### src/design/bristorbrot_escape_test_unit_defines.svh
// Assertion macros shared by the Bristorbrot escape test unit.
// No dependencies; included by the top level.
`ifndef BRISTORBROT_ESCAPE_TEST_UNIT_DEFINES_SVH
`define BRISTORBROT_ESCAPE_TEST_UNIT_DEFINES_SVH

`ifndef NO_ASSERTIONS
// Same-cycle implication, checked at every rising edge out of reset.
`define BBET_ASSERT_IMP(label, clk, rstn, ante, cons) \
    label: assert property (@(posedge clk) disable iff (!rstn) (ante) |-> (cons)) \
        else $error("assertion %m failed");
// Next-cycle implication, checked at every rising edge out of reset.
`define BBET_ASSERT_NEXT(label, clk, rstn, ante, cons) \
    label: assert property (@(posedge clk) disable iff (!rstn) (ante) |=> (cons)) \
        else $error("assertion %m failed");
`else
`define BBET_ASSERT_IMP(label, clk, rstn, ante, cons)
`define BBET_ASSERT_NEXT(label, clk, rstn, ante, cons)
`endif

`endif

### src/design/bbet_pkg.sv
// Shared types and constants of the Bristorbrot escape test unit.
// No dependencies; used by the controller, the datapath and the multiplier.
package bbet_pkg;

    localparam int DEF_COORD_BITS = 16;
    localparam int DEF_WORK_BITS  = 32;

    // Integer bits of a working value; the rest are fraction bits.
    localparam int WORK_INT_BITS = 8;

    localparam int LIMIT_W     = 8;
    localparam int BOUND_W     = 12;
    localparam int ISCALE_W    = 16;
    localparam int CFG_INDEX_W = 2;
    localparam int CFG_DATA_W  = 16;

    localparam logic [CFG_INDEX_W-1:0] CFG_ITER_LIMIT   = 2'd0;
    localparam logic [CFG_INDEX_W-1:0] CFG_ESCAPE_BOUND = 2'd1;
    localparam logic [CFG_INDEX_W-1:0] CFG_INV_SCALE    = 2'd2;

    localparam logic [LIMIT_W-1:0]  RST_ITER_LIMIT   = 8'd30;
    localparam logic [BOUND_W-1:0]  RST_ESCAPE_BOUND = 12'd200;
    localparam logic [ISCALE_W-1:0] RST_INV_SCALE    = 16'd12412;

    // Sequencer step counts (last index of each multi-cycle step).
    localparam logic [1:0] SCALE_LAST  = 2'd3;
    localparam logic [1:0] SQUARE_LAST = 2'd2;

    typedef enum logic [1:0] {
        AX_X,
        AX_Y,
        AX_Z
    } axis_t;

    // Multiplier operations; the code also names the destination register.
    typedef enum logic [2:0] {
        MOP_XX,
        MOP_YY,
        MOP_ZZ,
        MOP_NY,
        MOP_NZ
    } mul_op_t;

    typedef enum logic [3:0] {
        ST_IDLE,
        ST_SCALE,
        ST_SQUARE,
        ST_SQ_WAIT,
        ST_ADDS,
        ST_MUL_NY,
        ST_MUL_NZ,
        ST_MUL_XX,
        ST_WAIT_XYZ,
        ST_UPD_YZ,
        ST_MUL_YY,
        ST_MUL_ZZ,
        ST_WAIT_SQ,
        ST_CHECK,
        ST_EMIT
    } ctrl_state_t;

    typedef struct packed {
        logic    load;
        logic    scale_mul;
        axis_t   scale_sel;
        logic    scale_wr;
        axis_t   scale_wsel;
        logic    mul_issue;
        mul_op_t mul_op;
        logic    adds;
        logic    upd_x;
        logic    upd_yz;
        logic    emit;
    } bbet_cmd_t;

    typedef struct packed {
        logic pipe_empty;
        logic escape;
        logic out_free;
    } bbet_status_t;

endpackage

### src/design/bristorbrot_escape_test_unit.sv
// Top level of the Bristorbrot escape test unit: configuration registers,
// sequencer and datapath. Depends on bbet_pkg, bbet_ctrl, bbet_datapath and the defines header.
//
// The unit takes one voxel position per item (three signed Q3.12 coordinates),
// scales it by the inverse_scale register into the constant c and iterates the
// Bristorbrot map z' = (x*x - y*y - z*z, y*(2x - z), z*(2x + y)) + c from z = c,
// in saturating Q8.24 arithmetic. If the orbit stays within escape_bound for
// iteration_limit iterations, the voxel's coordinates come out as one result
// item; a voxel that escapes, or whose arithmetic saturates, produces nothing.
// Items are handled one at a time. All products go through one shared
// multiplier with three pipeline stages. Each map iteration issues five
// products in two dependent groups, and the pipeline drains after each group.
// With a limit of zero the voxel comes out after scaling alone, even if the
// scaling saturated. A finished result sits in an output register, so the
// next item is accepted while it waits for m_ready.
// Configuration writes are always taken (cfg_ready is tied high) and must only
// be made while the unit is idle; writes to an index beyond the register list
// are ignored.
`include "bristorbrot_escape_test_unit_defines.svh"

module bristorbrot_escape_test_unit #(
    parameter int COORD_BITS = bbet_pkg::DEF_COORD_BITS,
    parameter int WORK_BITS  = bbet_pkg::DEF_WORK_BITS
) (
    input  logic                                aclk,
    input  logic                                aresetn,
    input  logic                                s_valid,
    output logic                                s_ready,
    input  logic signed [COORD_BITS-1:0]        s_coord_x,
    input  logic signed [COORD_BITS-1:0]        s_coord_y,
    input  logic signed [COORD_BITS-1:0]        s_coord_z,
    output logic                                m_valid,
    input  logic                                m_ready,
    output logic signed [COORD_BITS-1:0]        m_voxel_x,
    output logic signed [COORD_BITS-1:0]        m_voxel_y,
    output logic signed [COORD_BITS-1:0]        m_voxel_z,
    input  logic                                cfg_valid,
    output logic                                cfg_ready,
    input  logic [bbet_pkg::CFG_INDEX_W-1:0]    cfg_index,
    input  logic [bbet_pkg::CFG_DATA_W-1:0]     cfg_data
);
    import bbet_pkg::*;

    logic [LIMIT_W-1:0]  iteration_limit_reg;
    logic [BOUND_W-1:0]  escape_bound_reg;
    logic [ISCALE_W-1:0] inverse_scale_reg;

    bbet_cmd_t    cmd;
    bbet_status_t status;

    // The register file accepts a write in every cycle. Each register keeps
    // only the low bits that its width allows.
    assign cfg_ready = 1'b1;

    always_ff @(posedge aclk) begin
        if (!aresetn) begin
            iteration_limit_reg <= RST_ITER_LIMIT;
            escape_bound_reg    <= RST_ESCAPE_BOUND;
            inverse_scale_reg   <= RST_INV_SCALE;
        end else if (cfg_valid && cfg_ready) begin
            unique case (cfg_index)
                CFG_ITER_LIMIT:   iteration_limit_reg <= cfg_data[LIMIT_W-1:0];
                CFG_ESCAPE_BOUND: escape_bound_reg    <= cfg_data[BOUND_W-1:0];
                CFG_INV_SCALE:    inverse_scale_reg   <= cfg_data[ISCALE_W-1:0];
                default: begin
                end
            endcase
        end
    end

    // The sequencer decides what happens in each cycle; the datapath only
    // reports whether the multiplier is drained, whether the orbit escaped
    // and whether the output register can take a new item.
    bbet_ctrl u_ctrl (
        .aclk            (aclk),
        .aresetn         (aresetn),
        .s_valid         (s_valid),
        .s_ready         (s_ready),
        .iteration_limit (iteration_limit_reg),
        .cmd             (cmd),
        .status          (status)
    );

    bbet_datapath #(
        .COORD_BITS (COORD_BITS),
        .WORK_BITS  (WORK_BITS)
    ) u_datapath (
        .aclk          (aclk),
        .aresetn       (aresetn),
        .cmd           (cmd),
        .status        (status),
        .s_coord_x     (s_coord_x),
        .s_coord_y     (s_coord_y),
        .s_coord_z     (s_coord_z),
        .escape_bound  (escape_bound_reg),
        .inverse_scale (inverse_scale_reg),
        .m_valid       (m_valid),
        .m_ready       (m_ready),
        .m_voxel_x     (m_voxel_x),
        .m_voxel_y     (m_voxel_y),
        .m_voxel_z     (m_voxel_z)
    );

    // A result is only written into the output register when it is free.
    `BBET_ASSERT_IMP(a_emit_needs_room, aclk, aresetn, cmd.emit, status.out_free)
    // Once an item is taken the unit is busy in the following cycle.
    `BBET_ASSERT_NEXT(a_busy_after_accept, aclk, aresetn, s_valid && s_ready, !s_ready)
    // The multiplier is never started while the unit waits for an item.
    `BBET_ASSERT_IMP(a_no_issue_when_idle, aclk, aresetn, cmd.mul_issue, !s_ready)

endmodule

### src/design/bbet_mul.sv
// Pipelined saturating fixed-point multiplier of the escape test datapath.
// Depends on bbet_pkg; result is (a * b) >> fraction bits, saturated.
module bbet_mul #(
    parameter int WORK_BITS = bbet_pkg::DEF_WORK_BITS
) (
    input  logic                        aclk,
    input  logic                        aresetn,
    input  logic                        issue,
    input  bbet_pkg::mul_op_t           op,
    input  logic signed [WORK_BITS-1:0] a,
    input  logic signed [WORK_BITS-1:0] b,
    output logic                        res_valid,
    output bbet_pkg::mul_op_t           res_op,
    output logic signed [WORK_BITS-1:0] res_value,
    output logic                        res_sat,
    output logic                        empty
);
    import bbet_pkg::*;

    localparam int W   = WORK_BITS;
    localparam int F   = W - WORK_INT_BITS;
    localparam int NCH = (W + 31) / 32;
    localparam int CW  = (W + NCH - 1) / NCH;
    localparam int PW  = NCH * CW;
    localparam int PRW = 2 * PW;
    localparam int MW  = PRW - F;

    logic           v1_reg, v2_reg, v3_reg;
    mul_op_t        op1_reg, op2_reg, op3_reg;
    logic           neg1_reg, neg2_reg, neg3_reg;
    logic [PW-1:0]  ma1_reg, mb1_reg;
    logic [2*CW-1:0] pp_reg [NCH*NCH];
    logic [PRW-1:0] prod_reg;

    logic [W-1:0]   a_mag, b_mag;
    logic [PRW-1:0] prod_next;
    logic [MW-1:0]  mag;
    logic           hi_any, pos_over, neg_over;

    assign a_mag = a[W-1] ? W'(-a) : W'(a);
    assign b_mag = b[W-1] ? W'(-b) : W'(b);

    always_ff @(posedge aclk) begin
        if (!aresetn) begin
            v1_reg <= 1'b0;
            v2_reg <= 1'b0;
            v3_reg <= 1'b0;
        end else begin
            v1_reg <= issue;
            v2_reg <= v1_reg;
            v3_reg <= v2_reg;
        end
    end

    always_ff @(posedge aclk) begin
        op1_reg  <= op;
        neg1_reg <= a[W-1] ^ b[W-1];
        ma1_reg  <= PW'(a_mag);
        mb1_reg  <= PW'(b_mag);
        op2_reg  <= op1_reg;
        neg2_reg <= neg1_reg;
        op3_reg  <= op2_reg;
        neg3_reg <= neg2_reg;
        prod_reg <= prod_next;
    end

    // Partial products of chunks no wider than 32 bits, one multiplier each.
    for (genvar i = 0; i < NCH; i++) begin : g_row
        for (genvar j = 0; j < NCH; j++) begin : g_col
            always_ff @(posedge aclk) begin
                pp_reg[i*NCH+j] <= ma1_reg[i*CW +: CW] * mb1_reg[j*CW +: CW];
            end
        end
    end

    always_comb begin
        prod_next = '0;
        for (int i = 0; i < NCH; i++) begin
            for (int j = 0; j < NCH; j++) begin
                prod_next = prod_next + (PRW'(pp_reg[i*NCH+j]) << (CW * (i + j)));
            end
        end
    end

    // Drop the fraction bits and clamp the magnitude to the working range.
    assign mag      = prod_reg[PRW-1:F];
    assign hi_any   = |mag[MW-1:W];
    assign pos_over = hi_any | mag[W-1];
    assign neg_over = hi_any | (mag[W-1] & (|mag[W-2:0]));

    always_comb begin
        if (neg3_reg) begin
            res_sat   = neg_over;
            res_value = neg_over ? {1'b1, {(W-1){1'b0}}} : -mag[W-1:0];
        end else begin
            res_sat   = pos_over;
            res_value = pos_over ? {1'b0, {(W-1){1'b1}}} : mag[W-1:0];
        end
    end

    assign res_valid = v3_reg;
    assign res_op    = op3_reg;
    assign empty     = !(v1_reg || v2_reg || v3_reg);

endmodule

### src/design/bbet_datapath.sv
// Datapath of the escape test: coordinate scaling, orbit registers,
// saturating adders, shared multiplier and output stage. Depends on bbet_pkg, bbet_mul.
module bbet_datapath #(
    parameter int COORD_BITS = bbet_pkg::DEF_COORD_BITS,
    parameter int WORK_BITS  = bbet_pkg::DEF_WORK_BITS
) (
    input  logic                             aclk,
    input  logic                             aresetn,
    input  bbet_pkg::bbet_cmd_t              cmd,
    output bbet_pkg::bbet_status_t           status,
    input  logic signed [COORD_BITS-1:0]     s_coord_x,
    input  logic signed [COORD_BITS-1:0]     s_coord_y,
    input  logic signed [COORD_BITS-1:0]     s_coord_z,
    input  logic [bbet_pkg::BOUND_W-1:0]     escape_bound,
    input  logic [bbet_pkg::ISCALE_W-1:0]    inverse_scale,
    output logic                             m_valid,
    input  logic                             m_ready,
    output logic signed [COORD_BITS-1:0]     m_voxel_x,
    output logic signed [COORD_BITS-1:0]     m_voxel_y,
    output logic signed [COORD_BITS-1:0]     m_voxel_z
);
    import bbet_pkg::*;

    localparam int C        = COORD_BITS;
    localparam int W        = WORK_BITS;
    localparam int F        = W - WORK_INT_BITS;
    localparam int SPW      = C + ISCALE_W + 1;
    localparam int SMW      = C + ISCALE_W;
    localparam int SH       = W - C - ISCALE_W;
    localparam int SCALE_SW = (SH >= 0) ? W : SMW;
    localparam int BW       = BOUND_W + F;

    localparam logic signed [W+1:0] SAT_MAX = {3'b000, {(W-1){1'b1}}};
    localparam logic signed [W+1:0] SAT_MIN = {3'b111, {(W-1){1'b0}}};

    // Saturating add; bit W of the result flags saturation.
    function automatic logic [W:0] sat_add(input logic signed [W:0] a,
                                           input logic signed [W:0] b);
        logic signed [W+1:0] s;
        s = (W+2)'(a) + (W+2)'(b);
        if (s > SAT_MAX) begin
            return {1'b1, SAT_MAX[W-1:0]};
        end else if (s < SAT_MIN) begin
            return {1'b1, SAT_MIN[W-1:0]};
        end
        return {1'b0, s[W-1:0]};
    endfunction

    logic signed [C-1:0] coord_x_reg, coord_y_reg, coord_z_reg;
    logic signed [SPW-1:0] scale_prod_reg;
    logic signed [W-1:0] cx_reg, cy_reg, cz_reg;
    logic signed [W-1:0] x_reg, y_reg, z_reg;
    logic signed [W-1:0] xx_reg, yy_reg, zz_reg;
    logic signed [W-1:0] ny_reg, nz_reg;
    logic signed [W-1:0] t1_reg, t2_reg, nx_reg;
    logic                sat_reg, sat_next;
    logic                m_valid_reg;
    logic signed [C-1:0] m_voxel_x_reg, m_voxel_y_reg, m_voxel_z_reg;

    // Coordinate scaling.
    logic signed [C-1:0]   coord_sel;
    logic signed [SPW-1:0] sc_a, sc_b;
    logic [SPW-1:0]        sc_abs;
    logic [SMW-1:0]        sc_mag;
    logic [SCALE_SW-1:0]   sc_shifted;
    logic [SCALE_SW:0]     sc_ext;
    logic                  sc_neg, sc_hi, sc_pos_over, sc_neg_over, sc_sat;
    logic signed [W-1:0]   sc_val;

    always_comb begin
        unique case (cmd.scale_sel)
            AX_X:    coord_sel = coord_x_reg;
            AX_Y:    coord_sel = coord_y_reg;
            AX_Z:    coord_sel = coord_z_reg;
            default: coord_sel = coord_x_reg;
        endcase
    end

    assign sc_a   = SPW'(coord_sel);
    assign sc_b   = SPW'(inverse_scale);
    assign sc_neg = scale_prod_reg[SPW-1];
    assign sc_abs = sc_neg ? SPW'(-scale_prod_reg) : SPW'(scale_prod_reg);
    assign sc_mag = sc_abs[SMW-1:0];

    if (SH >= 0) begin : g_scale_up
        assign sc_shifted = SCALE_SW'(sc_mag) << SH;
    end else begin : g_scale_down
        assign sc_shifted = sc_mag >> (-SH);
    end

    assign sc_ext      = (SCALE_SW+1)'(sc_shifted);
    assign sc_hi       = |sc_ext[SCALE_SW:W];
    assign sc_pos_over = sc_hi | sc_ext[W-1];
    assign sc_neg_over = sc_hi | (sc_ext[W-1] & (|sc_ext[W-2:0]));

    always_comb begin
        if (sc_neg) begin
            sc_sat = sc_neg_over;
            sc_val = sc_neg_over ? SAT_MIN[W-1:0] : -sc_ext[W-1:0];
        end else begin
            sc_sat = sc_pos_over;
            sc_val = sc_pos_over ? SAT_MAX[W-1:0] : sc_ext[W-1:0];
        end
    end

    // Orbit arithmetic, all from registers.
    logic [W:0]          x2_r, t1_r, t2_r, d1_r, nx_r, xn_r, yn_r, zn_r, e1_r, e2_r;
    logic signed [W-1:0] x2_v, d1_v, e1_v;
    logic [BW-1:0]       d_ext, bound_ext;
    logic                escape;

    assign x2_r = sat_add((W+1)'(x_reg), (W+1)'(x_reg));
    assign x2_v = x2_r[W-1:0];
    assign t1_r = sat_add((W+1)'(x2_v), -((W+1)'(z_reg)));
    assign t2_r = sat_add((W+1)'(x2_v), (W+1)'(y_reg));
    assign d1_r = sat_add((W+1)'(xx_reg), -((W+1)'(yy_reg)));
    assign d1_v = d1_r[W-1:0];
    assign nx_r = sat_add((W+1)'(d1_v), -((W+1)'(zz_reg)));
    assign xn_r = sat_add((W+1)'(nx_reg), (W+1)'(cx_reg));
    assign yn_r = sat_add((W+1)'(ny_reg), (W+1)'(cy_reg));
    assign zn_r = sat_add((W+1)'(nz_reg), (W+1)'(cz_reg));
    assign e1_r = sat_add((W+1)'(xx_reg), (W+1)'(yy_reg));
    assign e1_v = e1_r[W-1:0];
    assign e2_r = sat_add((W+1)'(e1_v), (W+1)'(zz_reg));

    // The orbit has escaped when the squared magnitude exceeds bound * 2^F or any arithmetic saturated.
    assign d_ext     = BW'(e2_r[W-1:0]);
    assign bound_ext = {escape_bound, {F{1'b0}}};
    assign escape    = sat_reg | e1_r[W] | e2_r[W] | e2_r[W-1] | (d_ext > bound_ext);

    // Shared multiplier.
    logic signed [W-1:0] mul_a, mul_b, mul_value;
    logic                mul_valid, mul_sat, mul_empty;
    mul_op_t             mul_res_op;

    always_comb begin
        unique case (cmd.mul_op)
            MOP_XX: begin
                mul_a = x_reg;
                mul_b = x_reg;
            end
            MOP_YY: begin
                mul_a = y_reg;
                mul_b = y_reg;
            end
            MOP_ZZ: begin
                mul_a = z_reg;
                mul_b = z_reg;
            end
            MOP_NY: begin
                mul_a = y_reg;
                mul_b = t1_reg;
            end
            MOP_NZ: begin
                mul_a = z_reg;
                mul_b = t2_reg;
            end
            default: begin
                mul_a = x_reg;
                mul_b = x_reg;
            end
        endcase
    end

    bbet_mul #(
        .WORK_BITS (W)
    ) u_mul (
        .aclk      (aclk),
        .aresetn   (aresetn),
        .issue     (cmd.mul_issue),
        .op        (cmd.mul_op),
        .a         (mul_a),
        .b         (mul_b),
        .res_valid (mul_valid),
        .res_op    (mul_res_op),
        .res_value (mul_value),
        .res_sat   (mul_sat),
        .empty     (mul_empty)
    );

    // Any saturation during the item is remembered until the next item is loaded.
    always_comb begin
        sat_next = sat_reg;
        if (cmd.load) begin
            sat_next = 1'b0;
        end
        if (cmd.scale_wr && sc_sat) begin
            sat_next = 1'b1;
        end
        if (cmd.adds && (x2_r[W] || t1_r[W] || t2_r[W] || d1_r[W] || nx_r[W])) begin
            sat_next = 1'b1;
        end
        if (cmd.upd_x && xn_r[W]) begin
            sat_next = 1'b1;
        end
        if (cmd.upd_yz && (yn_r[W] || zn_r[W])) begin
            sat_next = 1'b1;
        end
        if (mul_valid && mul_sat) begin
            sat_next = 1'b1;
        end
    end

    always_ff @(posedge aclk) begin
        if (!aresetn) begin
            sat_reg     <= 1'b0;
            m_valid_reg <= 1'b0;
        end else begin
            sat_reg <= sat_next;
            if (cmd.emit) begin
                m_valid_reg <= 1'b1;
            end else if (m_ready) begin
                m_valid_reg <= 1'b0;
            end
        end
    end

    always_ff @(posedge aclk) begin
        if (cmd.load) begin
            coord_x_reg <= s_coord_x;
            coord_y_reg <= s_coord_y;
            coord_z_reg <= s_coord_z;
        end
        if (cmd.scale_mul) begin
            scale_prod_reg <= sc_a * sc_b;
        end
        if (cmd.scale_wr) begin
            unique case (cmd.scale_wsel)
                AX_X: begin
                    cx_reg <= sc_val;
                    x_reg  <= sc_val;
                end
                AX_Y: begin
                    cy_reg <= sc_val;
                    y_reg  <= sc_val;
                end
                AX_Z: begin
                    cz_reg <= sc_val;
                    z_reg  <= sc_val;
                end
                default: begin
                end
            endcase
        end
        if (cmd.adds) begin
            t1_reg <= t1_r[W-1:0];
            t2_reg <= t2_r[W-1:0];
            nx_reg <= nx_r[W-1:0];
        end
        if (cmd.upd_x) begin
            x_reg <= xn_r[W-1:0];
        end
        if (cmd.upd_yz) begin
            y_reg <= yn_r[W-1:0];
            z_reg <= zn_r[W-1:0];
        end
        if (mul_valid) begin
            unique case (mul_res_op)
                MOP_XX:  xx_reg <= mul_value;
                MOP_YY:  yy_reg <= mul_value;
                MOP_ZZ:  zz_reg <= mul_value;
                MOP_NY:  ny_reg <= mul_value;
                MOP_NZ:  nz_reg <= mul_value;
                default: begin
                end
            endcase
        end
        if (cmd.emit) begin
            m_voxel_x_reg <= coord_x_reg;
            m_voxel_y_reg <= coord_y_reg;
            m_voxel_z_reg <= coord_z_reg;
        end
    end

    always_comb begin
        status.pipe_empty = mul_empty;
        status.escape     = escape;
        status.out_free   = !m_valid_reg || m_ready;
    end

    assign m_valid   = m_valid_reg;
    assign m_voxel_x = m_voxel_x_reg;
    assign m_voxel_y = m_voxel_y_reg;
    assign m_voxel_z = m_voxel_z_reg;

endmodule

### src/design/bbet_ctrl.sv
// Sequencer of the escape test: steps one voxel through scaling and the map.
// Depends on bbet_pkg; drives the datapath through bbet_cmd_t.
module bbet_ctrl (
    input  logic                          aclk,
    input  logic                          aresetn,
    input  logic                          s_valid,
    output logic                          s_ready,
    input  logic [bbet_pkg::LIMIT_W-1:0]  iteration_limit,
    output bbet_pkg::bbet_cmd_t           cmd,
    input  bbet_pkg::bbet_status_t        status
);
    import bbet_pkg::*;

    ctrl_state_t        state_reg, state_next;
    logic [1:0]         cnt_reg, cnt_next;
    logic [LIMIT_W-1:0] iter_reg, iter_next;
    logic [LIMIT_W:0]   iter_inc;

    assign iter_inc = {1'b0, iter_reg} + 1'b1;

    always_ff @(posedge aclk) begin
        if (!aresetn) begin
            state_reg <= ST_IDLE;
            cnt_reg   <= '0;
            iter_reg  <= '0;
        end else begin
            state_reg <= state_next;
            cnt_reg   <= cnt_next;
            iter_reg  <= iter_next;
        end
    end

    always_comb begin
        state_next = state_reg;
        cnt_next   = cnt_reg;
        iter_next  = iter_reg;
        cmd        = '0;
        s_ready    = 1'b0;
        unique case (state_reg)
            ST_IDLE: begin
                s_ready = 1'b1;
                if (s_valid) begin
                    cmd.load   = 1'b1;
                    cnt_next   = '0;
                    iter_next  = '0;
                    state_next = ST_SCALE;
                end
            end
            ST_SCALE: begin
                // Multiply one coordinate while the previous one is clamped.
                cmd.scale_mul  = (cnt_reg != SCALE_LAST);
                cmd.scale_sel  = axis_t'(cnt_reg);
                cmd.scale_wr   = (cnt_reg != '0);
                cmd.scale_wsel = axis_t'(cnt_reg - 2'd1);
                cnt_next       = cnt_reg + 2'd1;
                if (cnt_reg == SCALE_LAST) begin
                    cnt_next   = '0;
                    state_next = (iteration_limit == '0) ? ST_EMIT : ST_SQUARE;
                end
            end
            ST_SQUARE: begin
                cmd.mul_issue = 1'b1;
                unique case (cnt_reg)
                    2'd0:    cmd.mul_op = MOP_XX;
                    2'd1:    cmd.mul_op = MOP_YY;
                    default: cmd.mul_op = MOP_ZZ;
                endcase
                cnt_next = cnt_reg + 2'd1;
                if (cnt_reg == SQUARE_LAST) begin
                    cnt_next   = '0;
                    state_next = ST_SQ_WAIT;
                end
            end
            ST_SQ_WAIT: begin
                if (status.pipe_empty) begin
                    state_next = ST_ADDS;
                end
            end
            ST_ADDS: begin
                cmd.adds   = 1'b1;
                state_next = ST_MUL_NY;
            end
            ST_MUL_NY: begin
                cmd.mul_issue = 1'b1;
                cmd.mul_op    = MOP_NY;
                cmd.upd_x     = 1'b1;
                state_next    = ST_MUL_NZ;
            end
            ST_MUL_NZ: begin
                cmd.mul_issue = 1'b1;
                cmd.mul_op    = MOP_NZ;
                state_next    = ST_MUL_XX;
            end
            ST_MUL_XX: begin
                cmd.mul_issue = 1'b1;
                cmd.mul_op    = MOP_XX;
                state_next    = ST_WAIT_XYZ;
            end
            ST_WAIT_XYZ: begin
                if (status.pipe_empty) begin
                    state_next = ST_UPD_YZ;
                end
            end
            ST_UPD_YZ: begin
                cmd.upd_yz = 1'b1;
                state_next = ST_MUL_YY;
            end
            ST_MUL_YY: begin
                cmd.mul_issue = 1'b1;
                cmd.mul_op    = MOP_YY;
                state_next    = ST_MUL_ZZ;
            end
            ST_MUL_ZZ: begin
                cmd.mul_issue = 1'b1;
                cmd.mul_op    = MOP_ZZ;
                state_next    = ST_WAIT_SQ;
            end
            ST_WAIT_SQ: begin
                if (status.pipe_empty) begin
                    state_next = ST_CHECK;
                end
            end
            ST_CHECK: begin
                iter_next = iter_inc[LIMIT_W-1:0];
                if (status.escape) begin
                    state_next = ST_IDLE;
                end else if (iter_inc == {1'b0, iteration_limit}) begin
                    state_next = ST_EMIT;
                end else begin
                    state_next = ST_ADDS;
                end
            end
            ST_EMIT: begin
                if (status.out_free) begin
                    cmd.emit   = 1'b1;
                    state_next = ST_IDLE;
                end
            end
            default: begin
                state_next = ST_IDLE;
            end
        endcase
    end

endmodule
### config.mk
export PLATFORM = sky130hd
export DESIGN_NAME = bristorbrot_escape_test_unit
export DESIGN_NICKNAME = d
export VERILOG_FILES = /design/src/design/bbet_pkg.sv /design/src/design/bristorbrot_escape_test_unit.sv /design/src/design/bbet_mul.sv /design/src/design/bbet_datapath.sv /design/src/design/bbet_ctrl.sv
export VERILOG_INCLUDE_DIRS = /design/src /design/src/design
export SDC_FILE = /design/constraint.sdc
export NUM_CORES = 2
export LEC_CHECK = 0
export BUFFER_PORTS_ARGS = -buffer_cell sky130_fd_sc_hd__buf_2
export CORE_MARGIN = 5
export CORE_UTILIZATION = 70
export DETAILED_ROUTE_END_ITERATION = 7
export PLACE_DENSITY_LB_ADDON = 0.05
export SLEW_MARGIN = 20
export SYNTH_ARGS = -nofsm -noshare
export SYNTH_HDL_FRONTEND = slang
export SYNTH_SLANG_ARGS = --single-unit
### constraint.sdc
create_clock -name aclk -period 19.6 [get_ports aclk]
set_input_delay 1.96 -clock aclk [delete_from_list [all_inputs] [get_ports aclk]]
set_output_delay 1.96 -clock aclk [all_outputs]
set_load 0.005 [all_outputs]
-- Yosys cells after proc, flatten, opt, wreduce, memory -nomap -nowiden
Memory sizes are Yosys's and may differ from the RTL's. A register that Yosys moved wholly into a read port is not among the register bits.
Index checks and enable logic that the tools add are counted.
W data, S select, Z words.
- register bits: 708
- bits in writable memories: 64
- output and inout port bits: 51
- word-level logic and storage cells: 297
- memories kept: 1
- memories (name ; words ; bits a word ; rd ports ; clocked after memory_dff ; wr ports ; RTL line ; source):
    u_datapath.u_mul.pp_reg ; 1 ; 64 ; 1 ; 1 ; 1 ; bbet_mul.sv:32 ; logic [2*CW-1:0] pp_reg [NCH*NCH];
- $add $sub $neg: 21
- $mul: 2
- $lt $le $gt $ge: 21
- equality and inequality tests: 40
- mux-type cells: 109
- bitwise gates (word level): 9
- reduce and logical (&&, ||, !) cells: 52
- operators with widths (kind ; number):
    $mux W33 ; 30
    $mux W32 ; 15
    $gt A34 B32 Y1 const B ; 10
    $lt A34 B32 Y1 const B ; 10
    $add A32 B32 Y33 ; 7
    $neg A32 Y32 ; 5
    $pmux W32 S4 ; 1
    $add A32 B33 Y34 ; 3
    $neg A32 Y33 ; 3
    $mux W31 ; 3
    $mul A32 B32 Y64 ; 1
    $pmux W32 S2 ; 1
    $reduce_or A31 Y1 ; 2
    $pmux W4 S15 ; 1
    $mux W4 ; 10
    $mux W1 ; 38
    $gt A32 B36 Y1 ; 1
    $mul A16 B17 Y33 ; 1
    $pmux W16 S2 ; 1
    $reduce_and A2 Y1 ; 16
    $eq A4 B4 Y1 const B ; 7
    $pmux W4 S6 ; 1
    $eq A4 B3 Y1 const B ; 4
    $pmux W8 S2 ; 1
    34 further kinds ; 82

-- Depth between registers and ports, before layout
- word-level depth: 19
- depth in mapped cells: 41
- mapped depth without buffers: 40

-- Hierarchy
Synthesis repeated with hierarchy kept, for this count alone.
- cells, all modules: 9380
- area total of the unflattened synthesis: 88671.3 um^2
- modules (own cells, without submodules) (module ; times used ; cells each ; area an instance (um^2) ; seq. area each (um^2)):
    bbet_datapath ; 1 ; 4869 ; 47340.4 ; 17366.7
    bbet_mul ; 1 ; 4171 ; 38490.7 ; 3183.1
    bristorbrot_escape_test_unit ; 1 ; 150 ; 1483.9 ; 720.7
    bbet_ctrl ; 1 ; 190 ; 1356.3 ; 280.3

-- Worst setup path before layout
OpenSTA, ideal clock, no wires.
- path type: flip-flop to flip-flop
- from: register u_ctrl.state_reg[0]
- to: register u_datapath.scale_prod_reg[29], data pin
- library setup time: 259 ps
- data arrival time: 8886 ps
- data required time: 19341 ps
- slack: 10455 ps
- cell stages (with the launch flop): 36
- clock period less this slack: 9145 ps
- path through: dfxtp_1 clkbuf_1 nor2b_1 clkbuf_1 clkbuf_1 buf_1 nand3_1 ha_1 clkbuf_1 buf_1 nand2_1 o21ai_1 clkbuf_1 nand2_1 fa_1 fa_1 inv_1 fa_1 fa_1 fa_1 inv_1 fa_1 inv_1 ha_1 a21o_1 a21o_1 a211oi_1 a32o_1 a31oi_1 o21a_1 a2111oi_0 nor3_1 a31o_2 a21o_1 a21oi_1 xnor2_1
- longest elaborated chain between the ends: 5
- elaborated cells on any way between the ends: 6
- those cells by class: mul: 1; eq/ne: 3; mux: 2
- RTL lines (element ; RTL line ; source):
    start: declaration ; bbet_ctrl.sv:14 ; ctrl_state_t state_reg, state_next;
    start signal: assignment ; bbet_ctrl.sv:27 ; state_reg <= state_next;
    $eq A4 B1 Y1 (*) ; bbet_ctrl.sv:39 ; unique case (state_reg)
    $mux W6 (*) ; bbet_ctrl.sv:39 ;
    $eq A2 B2 Y1 or $eq A2 B1 Y1 (tied branches) ; bbet_datapath.sv:71 ; unique case (cmd.scale_sel)
    $pmux W16 S2 (*) ; bbet_datapath.sv:71 ;
    $mul A16 B17 Y33 (*) ; bbet_datapath.sv:225 ; scale_prod_reg <= sc_a * sc_b;
    end signal: assignment ; bbet_datapath.sv:225 ;
    end: declaration ; bbet_datapath.sv:50 ; logic signed [SPW-1:0] scale_prod_reg;
Mark *: on every way between the ends. The rest lies on a longest branch, timed or not.
A chain may end at the register's enable or synchronous reset.

-- Worst setup path in the final report
- from: register u_datapath.u_mul.ma1_reg[7]
- to: memory u_datapath.u_mul.pp_reg[0][63] (netlist name)
- longest elaborated chain between the ends: 1
- RTL lines (element ; RTL line ; source):
    start: declaration ; bbet_mul.sv:31 ; logic [PW-1:0] ma1_reg, mb1_reg;
    start signal: assignment ; bbet_mul.sv:58 ; ma1_reg <= PW'(a_mag);
    $mul A32 B32 Y64 ; bbet_mul.sv:71 ; pp_reg[i*NCH+j] <= ma1_reg[i*CW +: CW] * mb1_reg[j*CW +: CW];
    end: declaration ; bbet_mul.sv:32 ;
No other way between the ends.

==> results_dict.tcl <==
set metrics [dict create \
    syn_to_final_growth_pct 6.66 \
    yosys_most_used_dff "edfxtp_1" \
    r2r_cells 26 \
    fin_ws_ps 9470 \
    nFillCells 8784 \
    critPathArrivalTime_ps 10770 \
    routed_wirelength_microns 277000 \
    pre_cts_ws_ps 9930 \
    ff2ff_setup_slack_ps 9470 \
    yosysWarnings 0 \
    grt.total_usage 0.421 \
    root_buffer "clkbuf_16" \
    dieHeight_microns 362 \
    route.detailed.drc 2 \
    drive_gt1_frac 0.0631 \
    layout.nets 11200 \
    overflow 0 \
    grt_max_degree 77 \
    synth_top_area_cell "fa_1" \
    crit_family "adder cells" \
    critPathMaxFanout 17 \
    relSlewSlack 0.161 \
    post_cts_buffers 0 \
    cts_hold_buf 0 \
    vias_per_cell 6.47 \
    core-area_sq_um 123000 \
    synth_top_area_share 0.253 \
    drtAntennaViolNets 0 \
    final_util 0.751 \
    std_cell_rows 129 \
    synth_most_common_cell "inv_1" \
    first_global_vias 72300 \
    antenna_found_initial 18 \
    clock_latency_ps 740 \
    ys_types 103 \
    cts_resized 0 \
    synth_common_cells "inv_1, nand2_1, fa_1" \
    min_path_type "reg -> reg" \
    vias 71300 \
    syn_nets 11200 \
    ys_seq_area_frac 0.248 \
    outcome "finished, violations left" \
    async_reset_ff_frac 0 \
    dp.final_hpwl_microns 204000 \
    netlist_instances 9351 \
    cts_buffers 89 \
    hold_viol 0 \
    wl_per_cell_microns 25.1 \
    crit_required_ps 20250 \
    ys_seq_elements 788 \
    cts_tree "done" \
    start_kind "register" \
    finalClockSkew_ps 74.6 \
    drt-pass1-iter-count 8 \
    die_w_microns 362 \
    initial_core_util 0.704 \
    syn_avg_cell_area_sq_um 9.29 \
    endpoint_kind "register" \
    fmax_ghz 0.0987 \
    violations "design-rule violations" \
    die_area_sq_um 131000 \
    min_from "u_datapath.u_mul.op2_reg[1]" \
    setup_violations 0 \
    synth_edf_count 577 \
    tightestPinTransition_ps 1260 \
    whs_endpoint "u_datapath.u_mul.res_op[1]" \
    gp_congestion 1.05 \
    rsz0062_at_grt "false" \
    netlist_area_sq_um 86900 \
    grt_pass1_wl_microns 421000 \
    drt_iter0_drc 9450 \
    cts.sinks 788 \
    clkSlewWorstSetupHoldPaths_ps 70 \
    path_class "reg -> reg" \
    ios 122 \
    crit_top_cell "fa_1" \
    finalCriticalPeriod_ps 10130 \
    synth.area.top_cells "fa_1, edfxtp_1, ha_1" \
    cp.buffers_inverters 4 \
    io_buffers 120 \
    cp_slowest_cell "a2111oi_1" \
    drv_cap 0 \
    htreeDepth 3 \
    finalSetupTns_ps 0 \
    cts.path.max_buffers 3 \
    maxSlewViolCount 0 \
    r2r_end "u_datapath.u_mul.pp_reg[0][63]" \
    min_path_cells 0 \
    rr_startpoint "u_datapath.u_mul.ma1_reg[7]" \
    fin_crit_sh 0.517 \
    slowest_delay_ps 980 \
]
cell families after synthesis:
logic type	share of synthesized area
mux	0.00253
xor+xnor	0.0429
simple gates	0.142
fa+ha+maj	0.353
flops	0.248
compound gates	0.130
buf+inv	0.0817
other cells	0.0000432
worst max path at each step:
stage / start / depth (start not counted) / end
global route: u_datapath.yy_reg[12] / 35 / u_ctrl.state_reg[3]
finish: u_datapath.u_mul.ma1_reg[7] / 26 / u_datapath.u_mul.pp_reg[0][63]
floorplan: u_ctrl.state_reg[0] / 35 / u_datapath.scale_prod_reg[29]
global placement: u_datapath.u_mul.ma1_reg[7] / 28 / u_datapath.u_mul.pp_reg[0][63]
CTS: u_datapath.u_mul.ma1_reg[7] / 26 / u_datapath.u_mul.pp_reg[0][63]
detailed placement: u_datapath.xx_reg[11] / 34 / u_ctrl.state_reg[1]
cells in the final DEF (no fill, tap or decap), types with 31 or more instances in the layout:
cell	n
buf_4	179
clkbuf_16	94
buf_2	122
fa_1	1098
o21bai_1	66
and3_1	36
xor2_1	142
edfxtp_1	577
a21o_1	184
o21a_1	53
nor2_1	333
a211oi_1	44
nand2_1	1371
nor2b_1	101
ha_1	691
dfxtp_1	196
a222oi_1	39
nand4_1	52
nor3_1	109
xnor2_1	282
or3_1	32
o21ai_0	376
inv_1	1440
a21oi_1	569
or2_2	34
o31ai_1	31
nand2b_1	61
and2_1	315
nand3_1	101
o211ai_1	35
a31oi_1	32
a22oi_1	51
per-layer routing:
layer | share of wire | GRT usage | wire [microns]
met1 | 0.36 | 0.553 | 99400
met2 | 0.42 | 0.619 | 118000
met3 | 0.14 | 0.137 | 39600
met4 | 0.072 | 0.241 | 20000
met5 | 0.00037 | 0.00363 | 103
final cells by class:
class                   count  area (sq um)  area share
repair buffers            305          1980      0.0214
clock buffers             113          2490      0.0269
multi-input cells        6676         58400       0.630
diodes                      5          12.5    0.000135
well taps                1637          2050      0.0221
clock inverters            54           748     0.00807
inverters                1448          5440      0.0587
flip-flops and latches    788         21600       0.233
metrics by stage:
stage | hold slack (ps) | std cells | instance area, sq um
2_1_floorplan | 310 | 9351 | 86900
3_3_place_gp | 311 | 10800 | 89400
3_5_place_dp | 312 | 10800 | 89400
4_1_cts | 296 | 11000 | 92600
5_1_grt | 303 | 11000 | 92700
6_report | 288 | 11000 | 92700
Power is left out: the tool's default activity adds up to more than one toggle a clock period on the data nets, which glitch-free logic cannot reach.
